$ cat src/sgbs_divider.sv
`timescale 1ns / 1ps

// floor(p * 2^32 / d), one quotient bit per cycle
module sgbs_divider (
    input  logic        clk,
    input  logic        rst_n,
    input  logic        start,
    input  logic [31:0] dividend,
    input  logic [31:0] divisor,
    output logic        busy,
    output logic [63:0] quotient
);

    logic        busy_reg;
    logic [5:0]  cnt_reg;
    logic [31:0] rem_reg;
    logic [63:0] sh_reg;
    logic [31:0] div_reg;
    logic [32:0] trial;
    logic [32:0] diff;
    logic        qbit;

    always_comb
    begin
        trial = {rem_reg, sh_reg[63]};
        diff  = trial - {1'b0, div_reg};
        qbit  = (trial >= {1'b0, div_reg});
    end

    always_ff @(posedge clk or negedge rst_n)
    begin
        if (!rst_n)
        begin
            busy_reg <= 1'b0;
            cnt_reg  <= '0;
        end
        else if (start)
        begin
            busy_reg <= 1'b1;
            cnt_reg  <= '0;
        end
        else if (busy_reg)
        begin
            cnt_reg <= cnt_reg + 6'd1;
            if (cnt_reg == 6'd63)
            begin
                busy_reg <= 1'b0;
            end
        end
    end

    always_ff @(posedge clk)
    begin
        if (start)
        begin
            rem_reg <= '0;
            sh_reg  <= {dividend, 32'b0};
            div_reg <= divisor;
        end
        else if (busy_reg)
        begin
            rem_reg <= qbit ? diff[31:0] : trial[31:0];
            sh_reg  <= {sh_reg[62:0], qbit};
        end
    end

    assign busy     = busy_reg;
    assign quotient = sh_reg;

endmodule

$ cat config.mk
export PLATFORM = sky130hd
export DESIGN_NAME = sgbs_divider
export DESIGN_NICKNAME = d
export VERILOG_FILES = /design/src/sgbs_divider.sv
export SDC_FILE = /design/constraint.sdc
export NUM_CORES = 1
export LEC_CHECK = 0
export BUFFER_PORTS_ARGS = -buffer_cell sky130_fd_sc_hd__buf_2
export CORE_MARGIN = 4
export CORE_UTILIZATION = 56
export DETAILED_ROUTE_END_ITERATION = 16
export PLACE_DENSITY = 0.81
export SYNTH_ARGS = -nofsm -noshare
export SYNTH_HDL_FRONTEND = slang
export SYNTH_SLANG_ARGS = --single-unit
$ cat constraint.sdc
create_clock -name clk -period 3.5 [get_ports clk]
set_input_delay 0.175 -clock clk [delete_from_list [all_inputs] [get_ports clk]]
set_output_delay 0.175 -clock clk [all_outputs]
set_load 0.01 [all_outputs]
* After elaboration in Yosys (flattened, before gate mapping) *
Index checks and enable logic that the tools add are counted.

operators by class
  $add $sub $neg = 2
  $mul = 0
  div/mod/pow operators = 0
  order comparisons = 1
  equal/unequal tests = 1
  shift operators = 0
  muxes and demuxes = 8
  bitwise logic cells = 0
  reduce and logical (&&, ||, !) cells = 1

operators with widths
  cell                                                            number
  64-bit 2-to-1 mux                                               2
  33-bit by 32-bit >= comparator with 1-bit output                1
  32-bit 2-to-1 mux                                               1
  32-bit subtractor                                               1
  6-bit 2-to-1 mux                                                2
  6-bit by 1-bit adder with 6-bit output (second input constant)  1
  6-bit equality test (second input constant)                     1
  1-bit 2-to-1 mux                                                3
  2-bit nonzero test                                              1

word-level totals
  register bits = 135
  latch bits = 0
  bits in writable memories = 0
  ROM bits = 0
  input bits = 67
  output and inout bits = 65
  logic and storage cells = 19
  memories kept = 0

* Logic depth before layout (Yosys ltp) *
  word-level depth = 4
  depth in mapped cells = 13
  mapped depth without buffers = 11

* Worst setup path before layout *
OpenSTA, ideal clock, no wires.

  path kind = reg-to-reg
  start = register div_reg[20]
  end = register rem_reg[0]
  setup time = 86 ps
  data arrival time = 2689 ps
  required time = 3414 ps
  setup slack = 725 ps
  cell stages (with the launch flop) = 12
  buffers on the path = 1
  period minus slack after synthesis = 2775 ps
  cells stage by stage = edfxtp_1 -> inv_1 -> ha_1 -> buf_6 -> a21o_1 -> a221oi_2 -> o21ai_1 -> a221o_1 -> o21ba_1 -> nor3_4 -> mux2_2 -> a211oi_1

on the way
  cells in the longest elaborated chain, start to end = 2

ends and longest elaborated chain
  item                                              line  source
  start, declared                                   18    logic [31:0] div_reg;
  start signal, assigned                            58    div_reg <= divisor;
  33-bit by 32-bit >= comparator with 1-bit output  27    qbit = (trial >= {1'b0, div_reg});
  32-bit 2-to-1 mux                                 62    rem_reg <= qbit ? diff[31:0] : trial[31:0];
  end signal, assigned                              62
  end, declared                                     16    logic [31:0] rem_reg;

No other way between the ends.
A chain may end at the register's enable or synchronous reset.

* Worst setup path in the final report *
  start = register rem_reg[5]
  end = register rem_reg[30]

on the way
  cells in the longest elaborated chain, start to end = 2
  elaborated cells on any way between the ends = 3
  classes of those cells = 1 x add/sub; 1 x order compare; 1 x mux

ends and longest elaborated chain
  item                                                                                          line
  32-bit subtractor / 33-bit by 32-bit >= comparator with 1-bit output (equally long branches)  26, 27
  32-bit 2-to-1 mux (*)                                                                         62

Mark *: on every way between the ends. The rest lies on a longest branch, timed or not.

==> metrics.log <==
INFO  metric relSlewSlack = 47.4%
INFO  metric final_cells = 1045
INFO  metric maxClockFrequency = 314 MHz
INFO  metric routed_wl = between 15 and 20 mm
INFO  metric multi_input_comb_area = 3420 µm²
INFO  metric critical_path_arrival = 3480 ps
INFO  metric tritoncts_num_sinks = 135
INFO  metric final.min_clock_period = 3180 ps
INFO  metric postSynthCellCount = around 720
INFO  metric post-cts-setup-buffer-count = 0
INFO  metric crit_required = 3800 ps
INFO  metric synthDistinctLibCells = 67
INFO  metric pnr_total_power = 6.35 mW
INFO  metric global_route_wire_length_before_repair = 27.4 mm
INFO  metric global_route.overflow_total = 0
INFO  metric dr_total_vias = 5973
INFO  metric drt_drc_violations_left = 0
INFO  metric grt_use_total = 23.2%
INFO  metric grt_antenna_before_repair = 0
INFO  metric final_net_count = around 960
INFO  metric synthArstFlopShare = 5.19%
INFO  metric placed_area = between 7000 and 8000 µm²
INFO  metric outcome = complete, no violations
INFO  metric criticalPathCategory = reg -> reg
INFO  metric clock_latency = 420 ps
INFO  metric clock_path_buffers = 2
INFO  metric root_buffer = clkbuf_16
INFO  metric worst_setup_hold_path_clk_slew = 60 ps
INFO  metric numPlacedInstances = 980
INFO  metric postSynthAreaPerCell = 10.0 µm²
INFO  metric postSynthNetCount = 816
INFO  metric dpl_worst_slack = approximately 370 ps
INFO  metric class_of_the_tightest_hold_or_removal_check = in -> reg
INFO  metric syn2layout_area_growth = 23.5%
INFO  metric cp-start-kind = flip-flop
INFO  metric timing_max_transition_violations_final = 0
INFO  metric largest_reg_flops = 64
INFO  metric worst_ir_drop_vdd = 431 µV
INFO  metric layout_worst_path_cycle_share = 91.0%
INFO  metric rsz_0062_raised_after_global_routing = no
INFO  metric r2r_setup_slack = roughly 320 ps
INFO  metric drt_first_iter_violations = 450
INFO  metric final_cell_mix = 130 x buf_2, 80 x nor2_1, 76 x nand2_1, 64 x edfxtp_1, 64 x dfxtp_1
INFO  metric tritoncts.num_buffers = 17
INFO  metric drt.antenna.violating_nets = 0
INFO  metric num_rows = 41
INFO  metric synth_enable_flop_cells = between 60 and 70
INFO  metric syn_area = ~7200 µm²
INFO  metric seqCellArea = 3380 µm²
INFO  metric final-hold-violation-count = 0
INFO  metric timing.max_cap.violations = 0
INFO  metric grt_pass1_vias = roughly 5800
INFO  metric die_w = 121 µm
INFO  metric crit_path_max_fanout = 12
INFO  metric firstDrtPassIters = 7
INFO  metric floorplan.initialDensity = 57.0%
INFO  metric chipHeight = 121 µm
INFO  metric place.detailed.hpwl = between 10 and 15 mm
INFO  metric clock_tree_from_tritoncts = built
INFO  metric worst_clock_skew = between 10 and 15 ps
INFO  metric final.setup.worst_slack = 316 ps
INFO  metric fp.coreArea = 12600 µm²
INFO  metric powerDensity = slightly above 700 nW/µm²
INFO  metric n_antenna_cell = 0
INFO  metric vias_per_cell = around 5.7
INFO  metric worst_pin_slew = 789 ps
INFO  metric setup_total_negative_slack = 0 ps
INFO  metric routabilityCongestion = 0.941
INFO  metric final_util = between 70% and 80%
INFO  metric final_area = 8860 µm²
INFO  metric finalSetupViolCount = 0
INFO  metric warnings_synthesis = 0
INFO  metric mostFrequentLayoutCell = buf_2
INFO  metric yosys_most_used_dff = edfxtp_1
INFO  metric boundaryPins = 132
INFO  metric ys_seq_area_share = 47.1%
INFO  metric crit_path_end_kind = flip-flop
INFO  metric placement.io_buffers = 131
INFO  metric post_synthesis_register_bit_count = 135
INFO  metric detail_route.wl_per_cell = 16.3 µm
INFO  metric hold-worst-slack = approximately 45 ps
INFO  metric drive_gt1_share = 22.5%
INFO  metric power_leakage = 4.17 nW
INFO  metric grt_max_degree = 64
INFO  metric fillerInstances = 875
INFO  metric floorplan.die_area = 14700 µm²
INFO  metric htreeDepth = 4
layout make-up:
type | instances | area share (%)
tap | 172 | 2.43
sequential | 135 | 38.2
clock inverter | 10 | 0.975
clock buffer | 22 | 5.98
inverter | 43 | 1.82
multi-input combinational | 492 | 38.6
timing repair buffer | 171 | 12.0
per-layer routing:
layer  vias up  share of wire, %  wire length [µm]  global-route usage, %
li1       2907                 -                 -                      -
met1      2840                43              7380                   28.8
met2       197                48              8160                   39.0
met3        29               6.5              1100                   5.83
met4         0               2.1               353                   9.03
met5         -                 0                 0                      0
synth_stat cells, drive strengths merged (2+ instances only):
cell type	instances	area, µm²
a21o	12	90.1
mux2i	36	360
o2111ai	2	17.5
mux2	2	22.5
nand2b	5	33.8
or3	6	37.5
o31ai	4	30.0
ha	33	413
a21oi	27	139
nor2b	4	25.0
dfxtp	64	1280
inv	43	161
nor3	6	41.3
xor2	10	87.6
a221oi	3	32.5
nand3b	2	15.0
and3	7	48.8
o21ai	28	140
edfxtp	64	1920
a31oi	8	50.1
nor3b	6	45.0
a41oi	4	35.0
and4	2	17.5
buf	19	116
dfrtp	7	175
a311oi	24	310
nand3	10	50.1
and2	2	12.5
o31a	4	35.0
or3b	2	17.5
nand4	10	62.6
nor2	80	300
a22o	30	263
o21bai	2	15.0
a211oi	7	52.6
clkbuf	26	98.8
a211o	2	17.5
or2	2	12.5
o21a	4	30.0
nand2	76	285
a21boi	3	22.5
or4	2	15.0
xnor2	12	105
o311ai	4	35.0
kinds of logic after synthesis:
kind of cell	count (synthesis)	synth area share [%]
compound gates	174	19.1
mux	38	5.34
flops	135	47.1
xor+xnor	22	2.69
buf+inv	88	5.25
simple gates	224	14.4
fa+ha+maj	34	6.04
worst paths after layout:
kind                       depth (start not counted)            to        start
setup / recovery                                   9   rem_reg[30]   rem_reg[5]
setup reg to reg                                   9   rem_reg[30]   rem_reg[5]
max in group asynchronous                          2          busy        rst_n
hold reg to reg                                    2   rem_reg[31]  rem_reg[31]
hold / removal                                     3  quotient[32]  dividend[0]
min in group asynchronous                          2    cnt_reg[2]        rst_n
worst max-delay path: stages, from the launching register on:
cell and delay, ps:
dfxtp_1 330, ha_1 380, a21oi_1 220, o21ai_0 200, a221oi_1 560, a211oi_1 210, o21ba_1 260, nand2b_2 320
and3_1 250, o32a_1 340
report_power, final:
part | switching [mW] | leakage, nW | internal, mW | total (mW)
combinational | 1.40 | 2.60 | 1.06 | 2.46
clock | 0.663 | 0.302 | 1.14 | 1.81
sequential | 0.175 | 1.28 | 1.91 | 2.08
total | 2.24 | 4.17 | 4.11 | 6.35
repair_timing:
action,4_1_cts,5_1_grt
gates resized for setup,0,0
hold buffers,33,0
endpoints found under the hold margin,39,0
(Power assumes the default switching activity.)
