==> config.mk <==
export PLATFORM = sky130hd
export DESIGN_NAME = sgbs_lerp
export DESIGN_NICKNAME = d
export VERILOG_FILES = /design/src/sgbs_lerp.sv
export SDC_FILE = /design/constraint.sdc
export NUM_CORES = 2
export LEC_CHECK = 0
export ABC_CLOCK_PERIOD_IN_PS = 8280
export BUFFER_PORTS_ARGS = -buffer_cell sky130_fd_sc_hd__buf_2
export CAP_MARGIN = 20
export CORE_MARGIN = 4
export CORE_UTILIZATION = 66
export DETAILED_ROUTE_END_ITERATION = 8
export MAX_ROUTING_LAYER = met4
export PLACE_DENSITY = 0.8
export SLEW_MARGIN = 5
export SYNTH_ARGS = -nofsm -noshare
export SYNTH_HDL_FRONTEND = slang
export SYNTH_SLANG_ARGS = --single-unit
==> constraint.sdc <==
create_clock -name clk -period 8.28 [get_ports clk]
set_input_delay 1.656 -clock clk [delete_from_list [all_inputs] [get_ports clk]]
set_output_delay 1.656 -clock clk [all_outputs]
set_load 0.02 [all_outputs]
==> src/sgbs_lerp.sv <==
`timescale 1ns / 1ps

// p + round((q - p) * t / 2^32), ties up; three stages
module sgbs_lerp (
    input  logic        clk,
    input  logic        rst_n,
    input  logic        start,
    input  logic [31:0] p,
    input  logic [31:0] q,
    input  logic [31:0] t,
    output logic        result_valid,
    output logic [31:0] result
);

    logic        v1_reg;
    logic        v2_reg;
    logic        v3_reg;
    logic [32:0] diff_reg;
    logic [31:0] t1_reg;
    logic [31:0] p1_reg;
    logic [31:0] p2_reg;
    logic [65:0] prod_reg;
    logic [31:0] res_reg;
    logic [65:0] prod_next;
    logic [65:0] rnd;
    logic [33:0] sum;

    always_comb
    begin
        prod_next = $signed({1'b0, t1_reg}) * $signed(diff_reg);
        rnd       = prod_reg + 66'h0_8000_0000;
        sum       = {{2{p2_reg[31]}}, p2_reg} + rnd[65:32];
    end

    always_ff @(posedge clk or negedge rst_n)
    begin
        if (!rst_n)
        begin
            v1_reg <= 1'b0;
            v2_reg <= 1'b0;
            v3_reg <= 1'b0;
        end
        else
        begin
            v1_reg <= start;
            v2_reg <= v1_reg;
            v3_reg <= v2_reg;
        end
    end

    always_ff @(posedge clk)
    begin
        diff_reg <= {q[31], q} - {p[31], p};
        t1_reg   <= t;
        p1_reg   <= p;
        prod_reg <= prod_next;
        p2_reg   <= p1_reg;
        res_reg  <= sum[31:0];
    end

    assign result_valid = v3_reg;
    assign result       = res_reg;

endmodule

After elaboration in Yosys (flattened, before gate mapping)
Index checks and enable logic that the tools add are counted.
Word-level totals
  register bits: 228
  latch bits: 0
  RAM bits: 0
  memory bits (read-only): 0
  bits of input ports: 99
  output and inout port bits: 33
  word-level logic and storage cells: 13
  memories: 0
Operators by class
  $add $sub $neg: 3
  $mul: 1
  divide/modulo/power cells: 0
  magnitude comparators: 0
  eq/ne operators: 0
  shift operators: 0
  muxes and demuxes: 0
  bitwise logic cells: 0
  reduce and logical (&&, ||, !) cells: 0
Operator list (count)
  $add A64 B32 Y64 const B: 1
  $mul A33 B33 Y64: 1
  $sub A32 B32 Y33: 1
  $add A32 B32 Y32: 1

Logic depth before layout (Yosys ltp)
  depth after elaboration: 2
  gate-level depth with buffers: 28
  depth with buffers taken out: 27

Worst setup path before layout
OpenSTA, ideal clock, no wires.
  path type: reg2reg
  from: reg t1_reg[16]
  to: reg prod_reg[61]
  library setup time: 0.120 ns
  arrival: 6.942 ns
  data required time: 8.160 ns
  setup slack: 1.218 ns
  cell stages (with the launch flop): 26
  buffers on the path: 1
  period minus slack after synthesis: 7.062 ns
  cells stage by stage: dfxtp_1 clkbuf_1 nand2_1 fa_1 fa_1 fa_1 inv_1 fa_1 inv_1 fa_1 inv_1 fa_1 fa_1 inv_1 fa_1 inv_1 ha_1 and4_1 and4_1 o21ai_0 or2_2 o221ai_2 a21boi_2 o31ai_4 a41oi_1 xnor2_1
Between the ends
  longest elaborated chain between the ends: 1
Ends and longest elaborated chain
  start: declaration: RTL line 19  | logic [31:0] t1_reg;
  start signal: assignment: RTL line 54  | t1_reg <= t;
  $mul A33 B33 Y64: RTL line 30  | prod_next = $signed({1'b0, t1_reg}) * $signed(diff_reg);
  net prod_next[61]: RTL line 24  | logic [65:0] prod_next;
  end signal: assignment: RTL line 56  | prod_reg <= prod_next;
  end: declaration: RTL line 22  | logic [65:0] prod_reg;
The timed path passes the listed nets, and every way through them passes these cells.

Worst setup path after layout
  from: reg diff_reg[18]
  to: reg prod_reg[61]
Between the ends
  longest elaborated chain between the ends: 1
Ends and longest elaborated chain
  start: declaration: RTL line 18  | logic [32:0] diff_reg;
  start signal: assignment: RTL line 53  | diff_reg <= {q[31], q} - {p[31], p};
  $mul A33 B33 Y64: RTL line 30
  net prod_next[61]: RTL line 24
The timed path passes the listed nets, and every way through them passes these cells.

==> results.py <==
metrics = {
    "final_layout": {
        "multi_input_area_mm2": 0.03301,
        "final-seq-area_mm2": 0.003985,
        "syn2layout_area_growth_pct": 6.088,
        "final_nets": 5976,
        "finalInstanceArea_mm2": 0.04426,
        "fill_cells": 4678,
        "drive_above_1_share": 0.06763,
    },
    "yosys": {
        "synth-edff-count": 0,
        "ys_ff_latch": 197,
        "syn-num-nets": 5923,
        "ys.flop_type": "dfxtp_1",
        "synth_top_cell_by_area": "fa_1",
        "synth_area_leaders": "fa_1, ha_1, inv_1",
        "synth_warnings": 0,
        "synth_top_area_frac": 0.4458,
        "synthCells": 4547,
        "synth_cell_type_count": 63,
        "synthArstFlopShare": 0.01523,
        "ys_seq_area_frac": 0.09489,
        "syn_area_per_cell_um2": 9.175,
        "syn_area_mm2": 0.04172,
    },
    "clock_tree": {
        "clockRootBuffer": "clkbuf_16",
        "post_cts_buffers": 0,
        "ctsHoldBuffers": 0,
        "clockBufferDepth": 2,
        "clkTransAtPathRegs_ns": 0.09,
        "cts_made_buffers": 17,
        "post_cts_resized": 0,
        "clk_latency_ns": 0.52,
        "cts_tree": "built",
        "cts.sinks": 197,
        "cts_max_level": 4,
    },
    "timing": {
        "period_needed_ns": 8.000,
        "timing.final.ws_setup_ns": 0.2803,
        "holdWs_ns": 0.3258,
        "finalHoldViolations": 0,
        "drv_slew": 0,
        "slew-limit-headroom": 0.3840,
        "finalClockSkew_ns": 0.02564,
        "fmax_ghz": 0.1250,
        "setup_violations": 0,
        "tightest_slew_ns": 0.9241,
        "rsz0062_at_grt": "false",
        "period_share": 0.9662,
        "final.setup.tns_ns": 0,
    },
    "critical_path": {
        "start_kind": "register",
        "crit_required_ns": 8.68,
        "critPathCaptureType": "register",
        "reg2reg_depth": 24,
        "worst-path-max-fanout": 15,
        "setup.worst_path.class": "register to register",
        "reg2reg_slack_ns": 0.28,
        "cp_data_arrival_time_ns": 8.40,
    },
    "placed_design": {
        "portBuffers": 131,
        "gp_congestion": 0.9737,
        "postPlaceCellArea_mm2": 0.04358,
        "dpl.hpwl_um": 89710,
        "dp_slack_ns": 0.2904,
    },
    "drt": {
        "drt_wl_total_um": 110300,
        "drc": 0,
        "via_count": 31073,
        "drt_pre_antenna_iters": 7,
        "drt_iter0_drc": 2083,
        "routedWlPerCell_um": 20.23,
        "viasPerCell": 5.697,
        "ant_nets": 0,
    },
    "min_path": {
        "hold_path_class": "register to register",
        "hold_depth": 0,
    },
    "global_route": {
        "grt_pass1_wl_um": 178700,
        "grt_overflow": 0,
        "grt_usage": 0.3550,
        "grt_pass1_vias": 34592,
        "antenna_found_initial": 3,
        "grt_max_degree": 34,
    },
    "run_status": {
        "status": "complete, no violations",
    },
    "floorplanning": {
        "initial_core_util": 0.6711,
        "fp.dieH_um": 259.4,
        "die_w_um": 259.4,
        "num_rows": 91,
        "fp.coreArea_mm2": 0.06217,
        "die_area_mm2": 0.06730,
        "io-pin-count": 132,
    },
    "run": {
        "cap_violations": 0,
    },
}
==> layout by cell type (no fill, tap or decap), types with 4 or more instances in the layout <==
cell type / netlist / final
a311o_1: 4 / 4
and2_1: 554 / 554
dfxtp_2: 0 / 21
nand4_1: 26 / 26
nor2b_1: 19 / 19
buf_4: 0 / 109
and3_1: 13 / 13
nand2_1: 551 / 551
ha_1: 348 / 348
inv_1: 1053 / 1053
buf_12: 0 / 7
clkinv_8: 0 / 5
a211oi_1: 10 / 9
o21ai_0: 49 / 49
a21oi_1: 114 / 114
xnor2_1: 92 / 92
nor3_1: 18 / 18
o2111ai_1: 4 / 4
nand3_1: 37 / 37
a21o_1: 47 / 47
o21bai_1: 23 / 23
dfxtp_1: 194 / 173
o31ai_1: 4 / 4
inv_12: 0 / 4
o211ai_1: 12 / 12
a221oi_1: 4 / 4
xor2_1: 31 / 31
fa_1: 929 / 929
and4_1: 8 / 8
or3_1: 9 / 9
clkbuf_16: 0 / 17
nor2_1: 75 / 75
nand2b_1: 31 / 31
buf_2: 0 / 131
diode_2: 0 / 4
o21ai_1: 13 / 13
o21a_1: 9 / 9
a31oi_1: 8 / 8
==> synth_stat cells (2+ instances only) <==
library cell  instances
a2111oi_0             2
a211o_1               3
a211oi_1             10
a21boi_0              2
a21o_1               47
a21oi_1             114
a221oi_1              4
a2bb2oi_1             2
a311o_1               4
a31oi_1               8
a41o_1                2
a41oi_1               2
and2_1              554
and3_1               13
and4_1                8
clkbuf_1            212
dfrtp_1               3
dfxtp_1             194
fa_1                929
ha_1                348
inv_1              1053
nand2_1             551
nand2b_1             31
nand3_1              37
nand3b_1              2
nand4_1              26
nor2_1               75
nor2b_1              19
nor3_1               18
o2111ai_1             4
o211ai_1             12
o21a_1                9
o21ai_0              49
o21ai_1              13
o21bai_1             23
o221ai_1              2
o22ai_1               2
o31ai_1               4
or2_2                 3
or3_1                 9
xnor2_1              92
xor2_1               31
==> worst max-delay path, stage by stage (launching register included) <==
cell	delay, ns
dfxtp_1	0.83
nand2_1	0.17
fa_1	0.55
fa_1	0.54
inv_1	0.06
fa_1	0.50
inv_1	0.08
fa_1	0.54
inv_1	0.05
fa_1	0.53
fa_1	0.45
fa_1	0.50
inv_1	0.05
fa_1	0.47
inv_1	0.04
ha_1	0.36
and4_1	0.26
and4_1	0.20
o21ai_0	0.14
or2_2	0.34
o221ai_2	0.36
a21boi_2	0.18
o31ai_4	0.33
a41oi_1	0.19
xnor2_1	0.16
==> through the flow <==
stage | util | std cells
CTS | 0.7113 | 5450
floorplan | - | 4547
detailed placement | 0.7011 | 5418
finish | 0.7119 | 5454
global route | 0.7119 | 5453
global placement | 0.7011 | 5418
==> cell families after synthesis <==
group	after synthesis	synth area share
buffers and inverters	1267	0.1140
adders and majority gates	1277	0.5502
and+or+nand+nor	1352	0.1644
xor gates and xnor gates	123	0.02582
DFF	197	0.09489
AOI/OAI and AO/OA	331	0.05072
==> cell type report <==
type | instances | share of cell area
diodes | 4 | 0.0002262
well taps | 837 | 0.02366
flip-flops and latches | 197 | 0.09004
clock buffers | 17 | 0.009612
repair buffers | 247 | 0.03647
clock inverters | 15 | 0.004778
multi-input cells | 3083 | 0.7458
inverters | 1054 | 0.08939
==> per-layer routing <==
layer  part of all wire  up-vias  global-route usage
met5                  0        -                   -
met4              0.092        0              0.2619
met3              0.074      561             0.06907
met2               0.49     1420              0.5841
met1               0.34    15579              0.3838
li1                   -    13513                   -
==> final timing paths <==
path                                           to                  from
max                          prod_reg[61]$_DFF_P_  diff_reg[18]$_DFF_P_
min                            p2_reg[29]$_DFF_P_    p1_reg[29]$_DFF_P_
max reg2reg                  prod_reg[61]$_DFF_P_  diff_reg[18]$_DFF_P_
min reg2reg                    p2_reg[29]$_DFF_P_    p1_reg[29]$_DFF_P_
max in group asynchronous        v1_reg$_DFF_PN0_                 rst_n
min in group asynchronous  result_valid$_DFF_PN0_                 rst_n
Power is not shown: default switching activity piles up to over one toggle a cycle in this logic, so the estimate is an artifact.
